**config.mk**
```make
export PLATFORM = sky130hd
export DESIGN_NAME = tft_decode
export DESIGN_NICKNAME = d
export VERILOG_FILES = /design/src/tft_pkg.sv /design/src/tft_decode.sv
export SDC_FILE = /design/constraint.sdc
export NUM_CORES = 1
export LEC_CHECK = 0
export ABC_AREA = 1
export BUFFER_PORTS_ARGS = -buffer_cell sky130_fd_sc_hd__buf_2
export CORE_AREA = 2 2 197 199
export DETAILED_ROUTE_END_ITERATION = 7
export DIE_AREA = 0 0 199 201
export PLACE_DENSITY_LB_ADDON = 0.3
export SYNTH_ARGS = -nofsm -noshare
export SYNTH_HDL_FRONTEND = slang
export SYNTH_SLANG_ARGS = --single-unit
```
**constraint.sdc**
```tcl
create_clock -name vclk -period 5.5
set_input_delay 0.825 -clock vclk [all_inputs]
set_output_delay 0.825 -clock vclk [all_outputs]
set_load 0.005 [all_outputs]
```
**src/tft_pkg.sv**
```systemverilog
// tft_pkg: shared constants, result codes and the request token carried
// along the flow table cell chain. No dependencies.

package tft_pkg;

  localparam int DEFAULT_TABLE_ENTRIES = 64;

  // smallest legal IP or TCP header, in bytes
  localparam logic [6:0] MIN_HDR_BYTES = 7'd20;

  localparam logic [7:0] FLAG_FIN = 8'h01;
  localparam logic [7:0] FLAG_SYN = 8'h02;

  // result kinds
  localparam logic [1:0] RES_CLOSED     = 2'd0;
  localparam logic [1:0] RES_BAD_HDR    = 2'd1;
  localparam logic [1:0] RES_TABLE_FULL = 2'd2;

  // closed flow record as it leaves the table
  typedef struct packed {
    logic [31:0] source_address;
    logic [31:0] dest_address;
    logic [15:0] source_port;
    logic [15:0] dest_port;
    logic [31:0] bytes_up;
    logic [31:0] bytes_down;
    logic [31:0] duration_seconds;
  } flow_rec_t;

  // one request as it walks the cell chain
  typedef struct packed {
    logic        bad;       // header length check failed
    logic        syn;       // flags are exactly SYN
    logic        fin;       // FIN bit set and not a bare SYN
    logic [31:0] source_address;
    logic [31:0] dest_address;
    logic [15:0] source_port;
    logic [15:0] dest_port;
    logic [31:0] now_seconds;
    logic [15:0] add_bytes; // 20 plus any positive payload
    logic        opened;    // a free slot was taken by this SYN
    logic        matched;   // a slot has already handled this request
    logic        closed;    // second FIN seen, record is valid
    flow_rec_t   rec;
  } token_t;

endpackage

```
**src/tft_decode.sv**
```systemverilog
// tft_decode: turns one parsed header into the request token that enters
// the cell chain. Depends on tft_pkg.

module tft_decode (
  input  logic [3:0]      ip_header_words,
  input  logic [3:0]      tcp_header_words,
  input  logic [7:0]      tcp_flag_bits,
  input  logic [31:0]     source_address,
  input  logic [31:0]     dest_address,
  input  logic [15:0]     source_port,
  input  logic [15:0]     dest_port,
  input  logic [15:0]     ip_total_length,
  input  logic [31:0]     now_seconds,
  output tft_pkg::token_t tok
);

  logic [5:0]  ip_bytes;
  logic [5:0]  tcp_bytes;
  logic [6:0]  hdr_bytes;
  logic [15:0] payload;

  // header sizes in bytes
  assign ip_bytes  = {ip_header_words, 2'b00};
  assign tcp_bytes = {tcp_header_words, 2'b00};
  assign hdr_bytes = {1'b0, ip_bytes} + {1'b0, tcp_bytes};
  assign payload   = ip_total_length - {9'd0, hdr_bytes};

  always_comb begin
    tok                = '0;
    tok.bad            = ({1'b0, ip_bytes} < tft_pkg::MIN_HDR_BYTES) ||
                         ({1'b0, tcp_bytes} < tft_pkg::MIN_HDR_BYTES);
    tok.syn            = (tcp_flag_bits == tft_pkg::FLAG_SYN);
    tok.fin            = (tcp_flag_bits != tft_pkg::FLAG_SYN) &&
                         ((tcp_flag_bits & tft_pkg::FLAG_FIN) != 8'd0);
    tok.source_address = source_address;
    tok.dest_address   = dest_address;
    tok.source_port    = source_port;
    tok.dest_port      = dest_port;
    tok.now_seconds    = now_seconds;
    // payload only counts when positive
    if (ip_total_length > {9'd0, hdr_bytes}) begin
      tok.add_bytes = payload + {9'd0, tft_pkg::MIN_HDR_BYTES};
    end else begin
      tok.add_bytes = {9'd0, tft_pkg::MIN_HDR_BYTES};
    end
  end

endmodule

```
After elaboration in Yosys (flattened, before gate mapping)
Cells that the tools add are included.
Word-level totals
  output and inout port bits: 342
  bits in registers: 0
  word-level logic and storage cells: 11
Operators by class
  multiplexer cells: 1
  $add $sub $neg: 3
  magnitude comparators: 3
  reductions and logical operators: 2
  eq/ne operators: 2
Operator list (number)
  16-bit by 5-bit adder with 16-bit output, second input constant: 1
  16-bit by 7-bit greater-than comparator with 1-bit output: 1
  16-bit two-way mux: 1
  16-bit by 7-bit subtractor with 16-bit output: 1
  6-bit by 5-bit less-than comparator with 1-bit output, second input constant: 2
  8-bit by 2-bit == test with 1-bit output, second input constant: 1
  8-bit by 2-bit != test with 1-bit output, second input constant: 1
  6-bit by 6-bit adder with 7-bit output: 1
  1-bit logical AND: 1
  1-bit logical OR: 1

Depth between registers and ports, before layout
Gate-level depths: netlist of run 1.
  depth after elaboration: 4
  depth in mapped cells: 18
  mapped depth without buffers: 18

Least setup slack after synthesis of run 1
No wires, ideal clock.
  path type: input -> output
  start: input ip_header_words[0]
  end: output tok[210] (netlist bit)
  arrival: 2967 ps
  path buffers: 0
  stages on the path: 15
  setup slack: 1708 ps
  cell sequence: ha_1 fa_1 xor2_1 ha_1 inv_1 ha_1 a21oi_1 nand2_1 nand2_1 nand2_1 nand2_1 nand2_1 nand2_1 nand2_1 nor2_1
RTL lines
  start, declared: RTL line tft_decode.sv:5  | input logic [3:0] ip_header_words,
  end, declared: RTL line tft_decode.sv:14  | output tft_pkg::token_t tok

==> impl_metrics.py, run 1 <==
metrics = {
    "timing": {
        "final-hold-violation-count": 0,
        "fmax_mhz": 234.3,
        "fin_crit_sh_pct": 77.62,
        "final_max_slew_viol_count": 0,
        "min_period_ns": 4.269,
        "setup_violations": 0,
        "rsz0062_at_grt": "false",
        "final.setup.tns_ns": 0,
    },
    "layout": {
        "seq_area_um2": 0,
        "final_nets": 703,
        "stdcell_count": 1026,
        "seq_cells": 0,
        "area_growth_pct": -20.79,
        "fin_area_mm2": 0.003069,
        "nClkBuffers": 0,
        "drive_gt1_share_pct": 11.44,
        "nFillCells": 4503,
    },
    "floorplanning": {
        "ios": 502,
        "floorplan.initialDensity_pct": 10.17,
        "rows": 72,
        "die_x_um": 199,
        "core_mm2": 0.03811,
        "dieHeight_um": 201,
        "die_area_mm2": 0.04000,
    },
    "placed_design": {
        "portBuffers": 51,
        "placed_cells": 1025,
        "placed_area_mm2": 0.003067,
        "hpwl_um": 8524,
        "routabilityCongestion": 0.7479,
    },
    "drt": {
        "drt_iter0_drc": 62,
        "totalWireLength_um": 9096,
        "ant_nets": 0,
        "wire_per_inst_um": 8.865,
        "drc": 0,
        "vias": 2345,
        "firstDrtPassIters": 4,
        "viasPerCell": 2.286,
    },
    "power": {
        "pwr_density_cell_mw_per_mm2": 107.9,
        "irDropWorstVdd_v": 0.00003021,
        "leakagePower_nw": 1.784,
    },
    "global_routing": {
        "grt_pass1_vias": 1987,
        "grtUsageTotal_pct": 4.050,
        "grt_max_degree": 15,
        "antenna_found_initial": 2,
        "grt-ovfl-total": 0,
        "grt_pass1_wl_um": 12020,
    },
    "logic_synthesis": {
        "ys_warn_count": 0,
        "synthCells": 587,
        "ys_types": 26,
        "synth-seq-area-share_pct": 0,
        "syn_area_mm2": 0.003875,
        "syn_area_per_cell_um2": 6.601,
    },
    "clocking": {
        "hold_buffers": 0,
        "cts_resized": 0,
        "postCtsSetupRepairBufs": 0,
    },
    "min_path": {
        "min_path_cells": 0,
        "hold_class": "primary input to output port",
        "min_from": "now_seconds[0]",
        "worstHoldEndpoint": "tok[211]",
    },
    "setup_path": {
        "required_ns": 4.68,
        "worst_ep_arrival_time_ns": 3.44,
        "cp-end-kind": "output port",
        "critPathMaxFanout": 5,
        "crit_path_start": "ip_header_words[0]",
        "critPathKind": "primary input to output port",
        "cp-start-kind": "primary input",
    },
    "flow_run": {
        "drv_cap": 0,
    },
    "outcome": {
        "status": "complete, no violations",
    },
}
## cell families (layout without fill, tap and decap cells)
group | count (synthesis) | count (layout) | synth area share [%]
AO/OA/AOI/OAI | 20 | 20 | 2.971
other | 1 | 196 | 0.09678
AND/OR/NAND/NOR | 137 | 137 | 14.98
buffers and inverters | 387 | 113 | 68.97
XOR/XNOR | 8 | 8 | 1.808
adder cells (fa/ha/maj) | 34 | 34 | 11.17
## placed cells by master (no fill, tap or decap), drive strengths merged
cell	synthesis	final
nand4	2	2
o22ai	1	1
nor4b	1	1
a31oi	1	1
xnor2	4	4
nor3	2	2
nand3	18	18
nor4	2	2
nor2	27	27
nand3b	1	1
o21bai	3	3
fa	1	1
buf	324	51
o21ai	3	3
nand2	82	82
a21oi	10	10
o21a	2	2
xor2	4	4
inv	62	62
and2	2	2
ha	33	33
diode	0	1
conb	1	195
## worst max-delay path, cell delays in order
cell,delay (ns)
buf_2,0.11
ha_1,0.22
fa_1,0.40
xor2_1,0.19
ha_1,0.28
inv_1,0.06
ha_1,0.35
a21oi_1,0.17
nand2_1,0.13
nand2_1,0.11
nand2_1,0.12
nand2_1,0.11
nand2_1,0.05
nand2_1,0.05
nand2_1,0.05
nor2_1,0.08
buf_2,0.15
## synthesized netlist by cell type (3+ instances only)
cell type,count,area share [%]
xnor2_1,4,0.90
a21oi_1,10,1.3
nand2_2,3,0.48
o21ai_0,3,0.39
o21bai_1,3,0.58
nand2_1,79,7.7
nor2_1,23,2.2
buf_4,323,63
nor2_2,4,0.65
inv_1,62,6.0
xor2_1,4,0.90
nand3_1,18,2.3
ha_1,33,11
## power breakdown
group / switching [W] / internal (W) / total [W]
registers: 0 / 0 / 0
clock network: 0 / 0.0000000000243 / 0.0000000000243
logic: 0.000217 / 0.000114 / 0.000331
## routing by layer
layer	part of all wire, %	vias to the layer above	track usage, %
li1	-	1099	-
met1	31	964	3.573
met2	46	202	6.843
met3	15	78	2.201
met4	8.3	2	3.145
met5	0.077	-	0
## metrics by stage
stage / util, % / worst slack (ns) / hold WS, ns / power (W)
3_3_place_gp: 8.048 / 1.243 / 1.650 / 0.0003387
6_report: 8.054 / 1.231 / 1.650 / 0.0003312
2_1_floorplan: - / 1.708 / 1.715 / 0.0003908
4_1_cts: 8.048 / 1.187 / 1.650 / 0.0003373
5_1_grt: 8.048 / 0.9591 / 1.650 / 0.0003827
3_5_place_dp: 8.048 / 1.191 / 1.650 / 0.0003355
## worst max-delay path by stage
stage,endpoint,slack [ns],cells past startpoint
floorplan,tok[210],1.71,15
finish,tok[206],1.23,17
CTS,tok[206],1.19,17
global placement,tok[206],1.24,17
global route,tok[206],0.96,17
detailed placement,tok[206],1.19,17
## area by class of cell
type	count	area, um2	area share [%]
Multi-Input combinational cell	394	1931	62.90
Tap cell	518	648.1	21.12
Timing Repair Buffer	51	255.2	8.316
Inverter	62	232.7	7.583
Antenna cell	1	2.502	0.08153
Note: power is estimated with default switching activity, not from simulation.
==> run 2: changes to the inputs <==
CORE_AREA = 2 2 196 198   (was 2 2 197 199)
DIE_AREA = 0 0 198 200   (was 0 0 199 201)
clock period = 3.95 ns   (was 5.5 ns; I/O delays follow)
==> run 2 against run 1 <==
Cell area up 0.29%. Via count about the same. Critical endpoint is now tok[209]. Sequential share of layout area unchanged. Die area down 1.0%. Critical path type unchanged. Clock-buffer cell count unchanged. Highest routed layer unchanged. First-iteration DRC count down 8.1%. Power up 42%. Critical path depth down 1. Final cell count down 0.68%. Worst setup slack worse by 1.0 ns. Largest power group unchanged.
==> impl_metrics.py, run 2 (synthesis gave the netlist of run 1 again) <==
metrics = {
    "power": {
        "p_seq_share_pct": 0,
        "irDropWorstVdd_v": 0.00003454,
        "cell_internal_pwr_w": 0.0001652,
        "clkPwrFrac_pct": 0,
        "pwr_density_cell_mw_per_mm2": 152.7,
        "p_switching_w": 0.0003047,
        "leakagePower_nw": 1.789,
        "switching_share_pct": 64.85,
        "pwr-share-comb_pct": 100.0,
    },
    "drt": {
        "drt_iter0_drc": 57,
        "wire_per_inst_um": 9.366,
        "vias": 2347,
        "ant_nets": 0,
        "drc": 0,
        "firstDrtPassIters": 4,
        "viasPerCell": 2.303,
        "totalWireLength_um": 9544,
    },
    "placed_design": {
        "hpwl_um": 8835,
        "pre_cts_ws_ns": 0.1346,
        "routabilityCongestion": 0.7309,
        "portBuffers": 51,
    },
    "min_path": {
        "hold_class": "primary input to output port",
    },
    "floorplanning": {
        "core_mm2": 0.03740,
        "ios": 502,
        "die_x_um": 198,
        "floorplan.initialDensity_pct": 10.36,
        "die_area_mm2": 0.03960,
        "dieHeight_um": 200,
        "rows": 71,
    },
    "timing": {
        "setup_violations": 0,
        "final_max_slew_viol_count": 0,
        "fin_ws_ns": 0.1836,
        "rsz0062_at_grt": "false",
        "fin_crit_sh_pct": 95.35,
        "fmax_mhz": 265.5,
        "final-hold-violation-count": 0,
        "min_period_ns": 3.766,
        "final.setup.tns_ns": 0,
    },
    "setup_path": {
        "cp-start-kind": "primary input",
        "critPathMaxFanout": 4,
        "critPathKind": "primary input to output port",
        "worst_ep_arrival_time_ns": 3.17,
        "cp-end-kind": "output port",
        "required_ns": 3.36,
    },
    "layout": {
        "final_util_pct": 8.230,
        "area_growth_pct": -20.57,
        "final_cell_mix": "conb_1, nand2_1, inv_1",
        "final_common_cell": "conb_1",
        "antennaDiodeCount": 0,
        "seq_cells": 0,
        "nClkBuffers": 0,
        "seq_area_um2": 0,
        "final_nets": 704,
        "drive_gt1_share_pct": 12.20,
    },
    "global_routing": {
        "antenna_found_initial": 1,
        "grt_pass1_vias": 1942,
        "grt-ovfl-total": 0,
        "grtUsageTotal_pct": 4.237,
        "grt_pass1_wl_um": 12210,
        "grt_max_degree": 15,
    },
    "outcome": {
        "status": "complete, no violations",
    },
    "clocking": {
        "postCtsSetupRepairBufs": 0,
    },
    "flow_run": {
        "drv_cap": 0,
    },
}
run 2: cell count changes in the layout (fill, tap and decap cells not counted), sizes merged:
cell,before,now
buf,51,52
diode,1,0
run 2: layout make-up:
| class | count | area, um2 |
|---|---|---|
| fillers | 4426 | 34320 |
| inverters | 62 | 232.7 |
| multi-input cells | 394 | 1943 |
| well taps | 511 | 639.4 |
| repair buffers | 52 | 262.8 |
run 2: stage by stage:
stage | hold slack [ns] | area (um2) | instances | total power (W)
6_report | 1.185 | 3078 | 1019 | 0.0004699
5_1_grt | 1.185 | 3078 | 1019 | 0.0005497
4_1_cts | 1.185 | 3065 | 1019 | 0.0004783
3_5_place_dp | 1.185 | 3065 | 1019 | 0.0004756
3_3_place_gp | 1.185 | 3065 | 1019 | 0.0004788
2_1_floorplan | 1.250 | 4603 | 781 | 0.0005442
run 2: power by group through the flow:
stage               Sequential, W  Combinational, W  Clock [W]
floorplan                       0          0.000544          0
global placement                0          0.000479          0
detailed placement              0          0.000476          0
CTS                             0          0.000478          0
global route                    0          0.000550          0
finish                          0          0.000470          0
run 2: worst paths after layout:
kind | startpoint | end | slack (ns) | depth (start not counted)
hold / removal | now_seconds[5] | tok[216] | 1.19 | 0
setup / recovery | ip_header_words[0] | tok[209] | 0.18 | 16
run 2: repair_timing:
item,4_1_cts,5_1_grt
setup endpoints to repair,0,2
hold buffers,0,0
resized for setup,0,3
run 2: per-layer routing:
metal	global-route usage, %	up-vias	wire length (um)
met2	7.303	201	4438
li1	-	1100	-
met5	0.9877	-	60
met4	3.592	4	816
met3	2.319	70	1407
met1	3.512	972	2821
run 2: worst max-delay path, stage by stage:
cell	delay, ns
buf_2	0.11
ha_1	0.22
fa_2	0.52
inv_1	0.04
ha_1	0.29
ha_1	0.37
a21oi_1	0.20
nand2_1	0.14
nand2_1	0.11
nand2_2	0.09
nand2_1	0.10
nand2_1	0.06
nand2_1	0.06
nand2_1	0.07
nor2_2	0.07
buf_2	0.13
