### src/tft_pkg.sv
// tft_pkg: shared constants, result codes and the request token carried
// along the flow table cell chain. No dependencies.

package tft_pkg;

  localparam int DEFAULT_TABLE_ENTRIES = 64;

  // smallest legal IP or TCP header, in bytes
  localparam logic [6:0] MIN_HDR_BYTES = 7'd20;

  localparam logic [7:0] FLAG_FIN = 8'h01;
  localparam logic [7:0] FLAG_SYN = 8'h02;

  // result kinds
  localparam logic [1:0] RES_CLOSED     = 2'd0;
  localparam logic [1:0] RES_BAD_HDR    = 2'd1;
  localparam logic [1:0] RES_TABLE_FULL = 2'd2;

  // closed flow record as it leaves the table
  typedef struct packed {
    logic [31:0] source_address;
    logic [31:0] dest_address;
    logic [15:0] source_port;
    logic [15:0] dest_port;
    logic [31:0] bytes_up;
    logic [31:0] bytes_down;
    logic [31:0] duration_seconds;
  } flow_rec_t;

  // one request as it walks the cell chain
  typedef struct packed {
    logic        bad;       // header length check failed
    logic        syn;       // flags are exactly SYN
    logic        fin;       // FIN bit set and not a bare SYN
    logic [31:0] source_address;
    logic [31:0] dest_address;
    logic [15:0] source_port;
    logic [15:0] dest_port;
    logic [31:0] now_seconds;
    logic [15:0] add_bytes; // 20 plus any positive payload
    logic        opened;    // a free slot was taken by this SYN
    logic        matched;   // a slot has already handled this request
    logic        closed;    // second FIN seen, record is valid
    flow_rec_t   rec;
  } token_t;

endpackage

### src/tft_cell.sv
// tft_cell: one flow table slot plus one stage of the request chain. The
// request is checked against this slot and handed to the next cell.
// Depends on tft_pkg.

module tft_cell (
  input  logic            clk,
  input  logic            rst,
  input  logic            adv,
  input  logic            tok_in_valid,
  input  tft_pkg::token_t tok_in,
  output logic            tok_out_valid,
  output tft_pkg::token_t tok_out
);

  // slot state
  logic        slot_valid;
  logic [31:0] slot_source_address;
  logic [31:0] slot_dest_address;
  logic [15:0] slot_source_port;
  logic [15:0] slot_dest_port;
  logic [31:0] slot_bytes_up;
  logic [31:0] slot_bytes_down;
  logic [31:0] slot_start_time;
  logic        slot_fin_count;

  logic            active;
  logic            hit_fwd;
  logic            hit_rev;
  logic            open_here;
  logic            take;
  logic            closing;
  logic [16:0]     inc;
  logic [31:0]     bytes_up_next;
  logic [31:0]     bytes_down_next;
  tft_pkg::token_t tok_next;

  // tuple compare in both directions
  assign active  = tok_in_valid && !tok_in.bad;
  assign hit_fwd = slot_valid &&
                   (slot_source_address == tok_in.source_address) &&
                   (slot_dest_address == tok_in.dest_address) &&
                   (slot_source_port == tok_in.source_port) &&
                   (slot_dest_port == tok_in.dest_port);
  assign hit_rev = slot_valid &&
                   (slot_source_address == tok_in.dest_address) &&
                   (slot_dest_address == tok_in.source_address) &&
                   (slot_source_port == tok_in.dest_port) &&
                   (slot_dest_port == tok_in.source_port);

  // a SYN takes the lowest free slot; matching follows in slot order
  assign open_here = active && tok_in.syn && !tok_in.opened && !slot_valid;
  assign take      = active && !tok_in.matched && (hit_fwd || hit_rev || open_here);
  assign closing   = take && tok_in.fin && slot_fin_count && !open_here;

  // byte increment: a second FIN adds only its header
  always_comb begin
    if (tok_in.fin && slot_fin_count) begin
      inc = {10'd0, tft_pkg::MIN_HDR_BYTES};
    end else if (tok_in.fin) begin
      inc = {1'b0, tok_in.add_bytes} + {10'd0, tft_pkg::MIN_HDR_BYTES};
    end else begin
      inc = {1'b0, tok_in.add_bytes};
    end
  end

  // counter updates, forward hits the up direction
  always_comb begin
    bytes_up_next   = open_here ? 32'd0 : slot_bytes_up;
    bytes_down_next = open_here ? 32'd0 : slot_bytes_down;
    if (take && (hit_fwd || open_here)) begin
      bytes_up_next = bytes_up_next + {15'd0, inc};
    end else if (take) begin
      bytes_down_next = bytes_down_next + {15'd0, inc};
    end
  end

  // outgoing request
  always_comb begin
    tok_next = tok_in;
    if (open_here) begin
      tok_next.opened = 1'b1;
    end
    if (take) begin
      tok_next.matched = 1'b1;
    end
    if (closing) begin
      tok_next.closed               = 1'b1;
      tok_next.rec.source_address   = slot_source_address;
      tok_next.rec.dest_address     = slot_dest_address;
      tok_next.rec.source_port      = slot_source_port;
      tok_next.rec.dest_port        = slot_dest_port;
      tok_next.rec.bytes_up         = bytes_up_next;
      tok_next.rec.bytes_down       = bytes_down_next;
      tok_next.rec.duration_seconds = tok_in.now_seconds - slot_start_time;
    end
  end

  // slot valid bit
  always_ff @(posedge clk) begin
    if (rst) begin
      slot_valid <= 1'b0;
    end else if (adv && open_here) begin
      slot_valid <= 1'b1;
    end else if (adv && closing) begin
      slot_valid <= 1'b0;
    end
  end

  // slot contents, the FIN mark survives non-FIN traffic
  always_ff @(posedge clk) begin
    if (adv && open_here) begin
      slot_source_address <= tok_in.source_address;
      slot_dest_address   <= tok_in.dest_address;
      slot_source_port    <= tok_in.source_port;
      slot_dest_port      <= tok_in.dest_port;
      slot_start_time     <= tok_in.now_seconds;
    end
    if (adv && (take || open_here)) begin
      slot_bytes_up   <= bytes_up_next;
      slot_bytes_down <= bytes_down_next;
      slot_fin_count  <= !open_here && (slot_fin_count || tok_in.fin);
    end
  end

  // hand the request to the next cell
  always_ff @(posedge clk) begin
    if (rst) begin
      tok_out_valid <= 1'b0;
    end else if (adv) begin
      tok_out_valid <= tok_in_valid;
    end
  end

  always_ff @(posedge clk) begin
    if (adv) begin
      tok_out <= tok_next;
    end
  end

  // a slot is never opened and closed by the same request
  a_open_close_excl: assert property (@(posedge clk) disable iff (rst)
    !(open_here && closing))
    else $error("slot opened and closed by one request");

  // a request that opens this slot and was not matched earlier is taken here
  a_open_takes: assert property (@(posedge clk) disable iff (rst)
    (open_here && !tok_in.matched) |-> take)
    else $error("opened slot not taken");

  // a closed slot is free on the next cycle
  a_close_frees: assert property (@(posedge clk) disable iff (rst)
    (adv && closing) |=> !slot_valid)
    else $error("closed slot still valid");

endmodule

### config.mk
export PLATFORM = sky130hd
export DESIGN_NAME = tft_cell
export DESIGN_NICKNAME = d
export VERILOG_FILES = /design/src/tft_pkg.sv /design/src/tft_cell.sv
export SDC_FILE = /design/constraint.sdc
export NUM_CORES = 1
export LEC_CHECK = 0
export ABC_AREA = 1
export BUFFER_PORTS_ARGS = -buffer_cell sky130_fd_sc_hd__buf_2
export CAP_MARGIN = 30
export CORE_AREA = 2 2 266 268
export DETAILED_ROUTE_END_ITERATION = 7
export DIE_AREA = 0 0 268 270
export HOLD_SLACK_MARGIN = 0.03
export PLACE_DENSITY = 0.73
export RECOVER_POWER = 100
export SETUP_SLACK_MARGIN = 0.4
export SYNTH_ARGS = -nofsm -noshare
export SYNTH_HDL_FRONTEND = slang
export SYNTH_SLANG_ARGS = --single-unit
### constraint.sdc
create_clock -name clk -period 12.31 [get_ports clk]
set_clock_uncertainty 0.15 [all_clocks]
set_input_delay 2.462 -clock clk [delete_from_list [all_inputs] [get_ports clk]]
set_output_delay 2.462 -clock clk [all_outputs]
set_load 0.05 [all_outputs]
# Word level (Yosys, flattened, before mapping)
# Index checks and enable logic that the tools add are counted.
# totals
regBits	537
input_bits	346
elab_cells	85
# op_classes
n_addsub	4
eq_ne	8
muxes	10
n_reduce_logical	34
# op_table
cell	count
2-to-1 mux 192 bit	1
2-to-1 mux 32 bit	5
== test 32 bit	4
adder 32 x 17 -> 32 bit	2
== test 16 bit	4
2-to-1 mux 17 bit	2
subtractor 32 bit	1
logical AND 1 bit	23
adder 16 x 5 -> 17 bit, second input constant	1
zero test 1 bit	5
logical OR 1 bit	5
2-to-1 mux 1 bit	2
nonzero test 2 bit	1

# Longest topological paths before layout
# Gate-level depths: netlist of the first run.
# depth
word_depth	14
ltp_mapped	28
depth_no_buf	28

# Least setup slack after synthesis of the first run
# Ideal clock, no wire load.
# synth_path
path_type	input -> register
from	input port tok_in_valid
to	register slot_bytes_down[0], enable pin
setup_time_ps	578
arrival_ps	11447
t_required_ps	11582
slack_ps	135
stages	9
path_cell_list	inv_1 nor2_2 nand3_2 buf_4 buf_2 clkbuf_1 nor2_1 inv_1 o21ai_0
# synth_between
elab_chain_len	8
word_cells_on_any_way	9
cone_classes	reduce/logical (9)
# synth_rtl
item	line_no	rtl
start, declared	tft_cell.sv:9	input logic tok_in_valid,
logical AND 1 bit *	tft_cell.sv:38	assign active = tok_in_valid && !tok_in.bad;
logical AND 1 bit (3 in series)	tft_cell.sv:51	assign open_here = active && tok_in.syn && !tok_in.opened && !slot_valid;
logical OR 1 bit	tft_cell.sv:52	assign take = active && !tok_in.matched && (hit_fwd || hit_rev || open_here);
logical AND 1 bit	tft_cell.sv:52	
logical OR 1 bit *	tft_cell.sv:118	if (adv && (take || open_here)) begin
logical AND 1 bit *	tft_cell.sv:118	
end signal, assigned	tft_cell.sv:120	slot_bytes_down <= bytes_down_next;
end, declared	tft_cell.sv:22	logic [31:0] slot_bytes_down;
# Every way passes the cells marked *; elsewhere a longest branch is shown, timed or not.
# A chain may end at the register's enable or synchronous reset.

==> metrics.md, run 1 <==
| Metric | Value |
|---|---|
| Register Area | `0.01611 sq mm` |
| Register area share after synthesis | `57.11%` |
| Synth top cells by count | `1,095 x nand2_1, 535 x edfxtp_1, 404 x inv_1` |
| WHS | `0.3402 ns` |
| Latest clock arrival within the worst-skew pair | `0.63 ns` |
| Vias in the first global route | `23.15k` |
| Clock period minus worst slack | `8.761 ns` |
| Total power | `4.678 mW` |
| RR Startpoint | `slot_valid` |
| Sink Count | `537` |
| Status | `complete, but fails checks` |
| Dpl hpwl | `80.87 mm` |
| Global-route wire length before repair | `146.3 mm` |
| Cts bufs inserted | `60` |
| Worst path buffer plus inverter count | `7` |
| Share of cells above drive strength 1 | `7.908%` |
| Fin. Hold Viols | `0` |
| VDD IR-drop max | `0.1334 mV` |
| Cell Area, Placed | `0.03272 sq mm` |
| Setup TNS | `0 ns` |
| Synth unique cells | `42` |
| Num ports | `689` |
| Remaining DRCs | `0` |
| Vias post-DR | `25.06k` |
| Critical path's slowest cell | `clkbuf_1` |
| Period utilisation layout | `71.17%` |
| Final Setup Violations | `0` |
| Share of the synthesized area in the top cell type | `56.97%` |
| Comb power frac | `17.0%` |
| Internal power | `3.259 mW` |
| Nets | `4,290` |
| Die Y | `270 um` |
| Net switching power | `1.419 mW` |
| P_leak | `14.73 nW` |
| Syn Nets | `3,580` |
| Total track usage | `27.30%` |
| Ys Warns | `0` |
| Port Buffers | `688` |
| HP Class | `flip-flop to flip-flop` |
| Data required, critical path | `12.46 ns` |
| Setup slack at placement | `5.329 ns` |
| Hold Crit Start | `tok_out_valid` |
| Crit. End Element | `flip-flop` |
| R2r setup slk | `5.15 ns` |
| Clock share of power | `36.9%` |
| Final ANT Viol Nets | `0` |
| Largest net degree at the start of global routing | `89` |
| Cell Pwr Density | `138.2 mW/mm^2` |
| Rel. slew slack | `-172.9%` |
| Switching Share | `30.34%` |
| CP Max Fanout | `88` |
| First DRT Iteration DRCs | `2,961` |
| Number of max-cap violations | `6` |
| Fin worst setup slack | `3.549 ns` |
| CTS tree | `yes` |
| Most used DFF post-synth | `edfxtp_1` |
| # rows | `97` |
| Wirelength per Cell | `20.93 um` |
| Most common cell in the netlist | `nand2_1` |
| Hold path cells | `2` |
| Routability cong. | `1.051` |
| Synth Instances | `3,165` |
| Drt first pass iters | `6` |
| Vias/cell | `5.148` |
| Synth-to-Final Area Change | `20.08%` |
| Crit-path cells | `buf_2 > inv_1 > nor2_1 > nand3_2 > clkbuf_1 > inv_1 > clkbuf_1 > nor2_1 > nand2_4 > nand2_1 > inv_1 > nand3_4 > buf_4 > o21ai_0` |
| Initial Utilization | `40.55%` |
| Htree depth | `2` |
| Worst-Margin Slew | `4.094 ns` |
| Fillers | `6,815` |
| Design Area, Final | `0.03386 sq mm` |
| Delay-heaviest family, CP | `buffers and inverters` |
| Synth area leaders | `edfxtp_1 57%, nand2_1 15%, inv_1 5.4%` |
| Seq pwr share | `46.1%` |
| Reg2reg path depth | `12` |
| EDFF count, synth | `535` |
| Synth Register Bits | `537` |
| Yosys top cell by area | `edfxtp_1` |
| Final core occ | `48.69%` |
| Die Footprint | `0.07236 sq mm` |
| Root Buffer Master | `clkbuf_16` |
| Fin cells | `4,868` |
| Fmax | `0.1141 GHz` |
| Grt total ovfl | `0` |
| Inst Count DP | `4,752` |
| Clock-pin slew on the worst setup and hold paths | `0.06 ns` |
| Synth Area per Inst | `8.909 sq um` |
| RSZ-0062 raised after global routing | `no` |
| CORE AREA | `0.06954 sq mm` |
| Hold-fix buffers at CTS | `0` |
| Drt total wl | `101.9 mm` |
| Post_cts resized | `0` |
| Netlist Area Pre-Place | `0.02820 sq mm` |
| Worst R2R End | `tok_out[115]` |
| CP arrival | `8.92 ns` |
| Async S/R FF share, synth | `0%` |
| Most frequent CP cell | `inv_1` |
| Crit-path max cell delay | `1.60 ns` |
| Crit Path Class | `input pin to flip-flop` |
| Slew Viols, Final | `322` |
| Initial antenna violation count | `19` |
| Post-CTS Setup Repair Bufs | `0` |
| Failing checks | `max-capacitance violations, max-slew violations` |
| Multi-input gate area | `0.01023 sq mm` |
| Hold EP | `tok_out_valid` |
| Max Root-Sink Buffers | `3` |
| CP startpoint kind | `input pin` |
| Die width | `268 um` |
-- registers in the layout (all words and copies together), names as in the netlist --
name / flops
slot_bytes_down: 32
slot_dest_port: 16
slot_dest_address: 32
tok_out: 342
slot_source_address: 32
slot_bytes_up: 32
slot_fin_count: 1
slot_source_port: 16
slot_start_time: 32
tok_out_valid: 1
slot_valid: 1
-- kinds of logic (layout without fill, tap and decap cells) --
logic type	Yosys count	in the layout	synth area share [%]
simple gates	1576	1576	22.34
flops	537	537	57.11
buf+inv	471	1226	6.576
compound gates	400	400	7.348
xor+xnor	112	112	3.479
fa+ha+maj	69	69	3.142
other cells	0	8	0
-- layout by cell type (no fill, tap or decap), types with 2 or more instances in the layout --
master / instances
a21oi_1: 93
xnor2_1: 67
nor2_2: 3
diode_2: 8
nor2_1: 290
buf_2: 197
bufinv_16: 4
o21ai_1: 3
nand3b_1: 5
o21ai_0: 271
clkbuf_1: 511
clkinv_4: 5
a21boi_0: 2
ha_1: 66
clkinv_2: 10
edfxtp_1: 535
inv_1: 406
fa_1: 3
inv_2: 6
o21bai_1: 6
a31oi_1: 4
buf_4: 9
nor3_1: 28
clkinvlp_4: 2
nor4_1: 5
or2_2: 8
clkinv_1: 14
nand3_1: 83
and2_0: 2
xor2_1: 45
nand4_1: 48
a21o_1: 6
o211ai_1: 3
dfxtp_1: 2
nor3b_1: 3
o21a_1: 3
nand2_1: 1096
o22ai_1: 5
clkbuf_16: 60
-- power by group through the flow --
stage	Clock [mW]	Sequential (mW)	Combinational, mW
5_1_grt	1.81	2.17	0.841
6_report	1.72	2.16	0.796
3_3_place_gp	0	2.19	0.817
4_1_cts	1.75	2.15	0.823
3_5_place_dp	0	2.19	0.821
2_1_floorplan	0	2.51	0.205
-- layer usage --
layer / vias to the layer above / GRT usage, % / wire [um] / share of wire, %
met2: 1345 / 41.27 / 44620 / 44
met1: 11740 / 38.66 / 43210 / 42
li1: 11820 / - / - / -
met5: - / 0 / 113 / 0.11
met3: 146 / 8.124 / 11690 / 11
met4: 18 / 5.998 / 2230 / 2.2
-- worst max path at each step --
stage                         endpoint  slack [ns]  cells after the start    startpoint
floorplan           slot_bytes_down[0]        2.45                      9  tok_in_valid
global placement           tok_out[52]        5.40                     22  tok_in_valid
detailed placement         tok_out[52]        5.33                     22  tok_in_valid
CTS                        tok_out[52]        6.01                     22  tok_in_valid
global route              tok_out[115]        3.14                     14  tok_in_valid
finish                    tok_out[115]        3.55                     14  tok_in_valid
-- cell type report --
type,count,share of cell area (%)
antenna,8,0.05912
clock buffer,70,4.545
clock inverter,37,0.9053
inverter,412,4.567
multi-input combinational,2157,30.22
sequential,537,47.56
tap,940,3.474
timing repair buffer,707,8.665
-- tightest hold or removal path, stage by stage (launching register included) --
cell      delay [ns]
dfxtp_1         0.31
nor2_1          0.09
a211oi_1        0.04
Power figures use the tool's default switching activity.
==> inputs of run 2 (changes only) <==
--- a/config.mk
+++ b/config.mk
@@ -5,14 +5,14 @@
 export SDC_FILE = /design/constraint.sdc
 export NUM_CORES = 1
 export LEC_CHECK = 0
-export ABC_AREA = 1
+export ABC_AREA = 0
 export BUFFER_PORTS_ARGS = -buffer_cell sky130_fd_sc_hd__buf_2
 export CAP_MARGIN = 30
-export CORE_AREA = 2 2 266 268
+export CORE_AREA = 2 2 271 273
 export DETAILED_ROUTE_END_ITERATION = 7
-export DIE_AREA = 0 0 268 270
+export DIE_AREA = 0 0 273 275
 export HOLD_SLACK_MARGIN = 0.03
-export PLACE_DENSITY = 0.73
+export PLACE_DENSITY = 0.65
 export RECOVER_POWER = 100
 export SETUP_SLACK_MARGIN = 0.4
 export SYNTH_ARGS = -nofsm -noshare
==> constraint.sdc (replaced) <==
create_clock -name clk -period 8.9 [get_ports clk]
set_clock_uncertainty 0.15 [all_clocks]
set_input_delay 1.78 -clock clk [delete_from_list [all_inputs] [get_ports clk]]
set_output_delay 1.78 -clock clk [all_outputs]
set_load 0.05 [all_outputs]
==> metrics.md, run 2 <==
| Metric | Value |
|---|---|
| Synth area leaders | `edfxtp_1 62%, xnor2_1 6.0%, nand2_1 5.6%` |
| Hold path cells | `2 (unchanged)` |
| Internal power | `4.765 mW (+46%)` |
| CTS tree | `yes` |
| Number of max-cap violations | `10 (+4)` |
| RR Startpoint | `slot_dest_address[2]` |
| Synth Area per Inst | `11.85 sq um (+33%)` |
| Share of cells above drive strength 1 | `11.70% (+3.8 points)` |
| Wirelength per Cell | `23.40 um (+12%)` |
| Most frequent cells in the layout | `535 x edfxtp_1, 508 x clkbuf_1, 387 x nand2_1` |
| Synth unique cells | `66 (+57%)` |
| Share of the synthesized area in the top cell type | `61.57% (+4.6 points)` |
| Period utilisation layout | `82.78%` |
| Sink Count | `537 (unchanged)` |
| Cell Pwr Density | `208.1 mW/mm^2 (+51%)` |
| Drt total wl | `91.91 mm (-9.8%)` |
| Synth top cells by count | `535 x edfxtp_1, 387 x nand2_1, 180 x xnor2_1` |
| Die Y | `275 um (+1.9%)` |
| Register area share after synthesis | `61.72% (+4.6 points)` |
| Routability cong. | `0.9838 (-6.4%)` |
| Vias/cell | `5.189 (+0.80%)` |
| Vias post-DR | `20.38k (-19%)` |
| Most common cell in the netlist | `edfxtp_1` |
| Commonest non-fill, non-tap cell in the layout | `edfxtp_1` |
| Initial antenna violation count | `12 (-7)` |
| Most used DFF post-synth | `edfxtp_1` |
| RSZ-0062 raised after global routing | `no` |
| CP arrival | `7.57 ns (-1.35 ns)` |
| Fillers | `7,109 (+4.3%)` |
| Fin. Hold Viols | `0 (unchanged)` |
| Seq pwr share | `44.6% (-1.5 points)` |
| Status | `complete, but fails checks` |
| Yosys top cell by area | `edfxtp_1` |
| Setup TNS | `0 ns (unchanged)` |
| Worst R2R End | `tok_out[41]` |
| Simple-Gate Fraction of Synth Area | `17.01% (-5.3 points)` |
| Post-CTS Setup Repair Bufs | `0 (unchanged)` |
| Remaining DRCs | `0 (unchanged)` |
| Async S/R FF share, synth | `0% (unchanged)` |
| CP Max Fanout | `37 (-58%)` |
| R2r setup slk | `2.53 ns (-2.62 ns)` |
| CORE AREA | `0.07234 sq mm (+4.0%)` |
| Total track usage | `23.43% (-3.9 points)` |
| Die width | `273 um (+1.9%)` |
| Worst-Margin Slew | `3.410 ns (-0.6836 ns)` |
| Post_cts resized | `0 (unchanged)` |
| Crit Path Class | `input pin to flip-flop` |
| Reg2reg path depth | `9 (-3)` |
| Failing checks | `max-capacitance violations, max-slew violations` |
| Cell Area, Placed | `0.03075 sq mm (-6.0%)` |
| Most flops, register | `tok_out` |
| Synth-to-Final Area Change | `23.16%` |
| Largest family of logic cells by synthesized area | `simple AND/OR/NAND/NOR gates` |
| VDD IR-drop max | `0.1653 mV (+24%)` |
| Multiplexer area fraction after synthesis | `2.100% (+2.1 points)` |
| Net switching power | `1.925 mW (+36%)` |
| Nets | `3,331 (-22%)` |
| Dpl hpwl | `70.43 mm (-13%)` |
| Rel. slew slack | `-127.4% (+46 points)` |
| Initial Utilization | `36.07% (-4.5 points)` |
| Crit. End Element | `flip-flop` |
| Clock period minus worst slack | `7.367 ns` |
| # rows | `99 (+2.1%)` |
| Fmax | `0.1357 GHz` |
| P_leak | `11.79 nW (-20%)` |
| HP Class | `flip-flop to flip-flop` |
| Cts bufs inserted | `59 (-1.7%)` |
| Largest net degree at the start of global routing | `158 (+78%)` |
| Max Root-Sink Buffers | `3 (unchanged)` |
| Hold-fix buffers at CTS | `0 (unchanged)` |
| EDFF count, synth | `535 (unchanged)` |
| Final ANT Viol Nets | `0 (unchanged)` |
| Final Setup Violations | `0 (unchanged)` |
| Vias in the first global route | `19.47k (-16%)` |
| Num ports | `689 (unchanged)` |
| Port Buffers | `688 (unchanged)` |
| Design Area, Final | `0.03214 sq mm (-5.1%)` |
| Hold EP | `tok_out_valid` |
| XOR/XNOR Fraction of Synth Area | `7.720% (+4.2 points)` |
| Clock share of power | `39.8% (+2.9 points)` |
| Syn Nets | `2,617 (-27%)` |
| Slew Viols, Final | `450 (+40%)` |
| Synth Instances | `2,202 (-30%)` |
| Root Buffer Master | `clkbuf_16` |
| First DRT Iteration DRCs | `1,692 (-43%)` |
| Die Footprint | `0.07508 sq mm (+3.8%)` |
| Synth Register Bits | `537 (unchanged)` |
| Hold Crit Start | `tok_out_valid` |
| Clock-pin slew on the worst setup and hold paths | `0.06 ns (about the same)` |
| Synth Area in Compound Gates | `6.128% (-1.2 points)` |
| Grt total ovfl | `0 (unchanged)` |
| CP startpoint kind | `input pin` |
| Latest clock arrival within the worst-skew pair | `0.63 ns (about the same)` |
| Netlist Area Pre-Place | `0.02609 sq mm (-7.5%)` |
| Max reg flops | `342 (unchanged)` |
| Global-route wire length before repair | `128.4 mm (-12%)` |
| Adder-Cell Fraction of Synth Area | `3.395% (+0.25 points)` |
| Htree depth | `2 (unchanged)` |
| Data required, critical path | `9.11 ns (-3.35 ns)` |
| Switching Share | `28.77% (-1.6 points)` |
| Comb power frac | `15.6% (-1.4 points)` |
| Ys Warns | `0 (unchanged)` |
| Drt first pass iters | `6 (unchanged)` |
[run 2: cell types whose count changed after synthesis, moves of 25 or more]
cell and change:
nand2b_1 +99, nor4_1 +35, mux2_2 +46, nor2b_1 +38, inv_1 -329, nand4_1 +27
nand3_1 -51, nor2_1 -117, o21ai_0 -135, xnor2_1 +113, o21ai_1 -55, clkbuf_1 +28
nand2_1 -708, a21oi_1 -25
[run 2: power groups by stage]
stage | clock network, mW | registers, mW | logic, mW
6_report | 2.66 | 2.99 | 1.04
5_1_grt | 2.79 | 3.00 | 1.10
4_1_cts | 2.70 | 2.98 | 1.09
3_5_place_dp | 0 | 3.03 | 1.09
3_3_place_gp | 0 | 3.03 | 1.08
2_1_floorplan | 0 | 3.48 | 0.248
[run 2: cell type report]
type	instances	area (sq um)	area share (%)
sequential	537	16110	50.11
multi-input combinational	1534	9490	29.53
timing repair buffer	709	2962	9.215
clock buffer	71	1563	4.863
tap	959	1200	3.734
clock inverter	40	529.3	1.647
inverter	75	281.5	0.8760
antenna	3	7.507	0.02336
[run 2: per-layer routing]
layer,vias up,global-route usage [%],part of all wire [%]
met5,-,0,0.076
met4,12,7.852,3.1
met3,172,6.625,9.9
met2,995,35.87,45
met1,9812,31.99,42
li1,9392,-,-
[run 2: worst max path at each step]
stage	startpoint	slack [ns]	endpoint	cells past startpoint
after floorplan	tok_in[277]	1.97	slot_bytes_down[0]	9
after global placement	tok_in[341]	2.05	tok_out[50]	16
after detailed placement	tok_in[341]	2.07	tok_out[91]	16
after CTS	tok_in[341]	2.79	tok_out[91]	16
after global routing	tok_in[341]	1.26	tok_out[91]	16
final	tok_in[277]	1.53	tok_out[41]	10
[run 2: cells by family (layout without fill, tap and decap cells)]
logic type | count (synthesis) | after routing
XOR/XNOR | 230 | 230
buffers and inverters | 131 | 895
AND/OR/NAND/NOR | 928 | 928
AO/OA/AOI/OAI | 258 | 258
adder cells (fa/ha/maj) | 69 | 69
flip-flops | 537 | 537
multiplexers | 49 | 49
other | 0 | 3
[run 2: critical path, stage by stage]
cell,delay [ns]
clkbuf_1,0.27
nand2b_1,0.31
o2111ai_1,0.15
a2111oi_0,0.74
nand4_1,0.26
nor4_1,0.99
or3b_1,0.21
clkbuf_1,1.47
o21ai_0,0.85
mux2_2,0.49
[run 2: metrics by stage]
step | utilization [%] | std cells | setup WS, ns | hold WS (ns) | power (mW)
4_1_cts | 45.39 | 3925 | 2.785 | 0.3664 | 6.772
6_report | 44.43 | 3928 | 1.533 | 0.3731 | 6.690
3_5_place_dp | 42.50 | 3814 | 2.075 | 0.3491 | 4.117
2_1_floorplan | - | 2202 | 1.966 | 0.3835 | 3.725
3_3_place_gp | 42.46 | 3811 | 2.048 | 0.3322 | 4.112
5_1_grt | 44.42 | 3927 | 1.259 | 0.4326 | 6.890
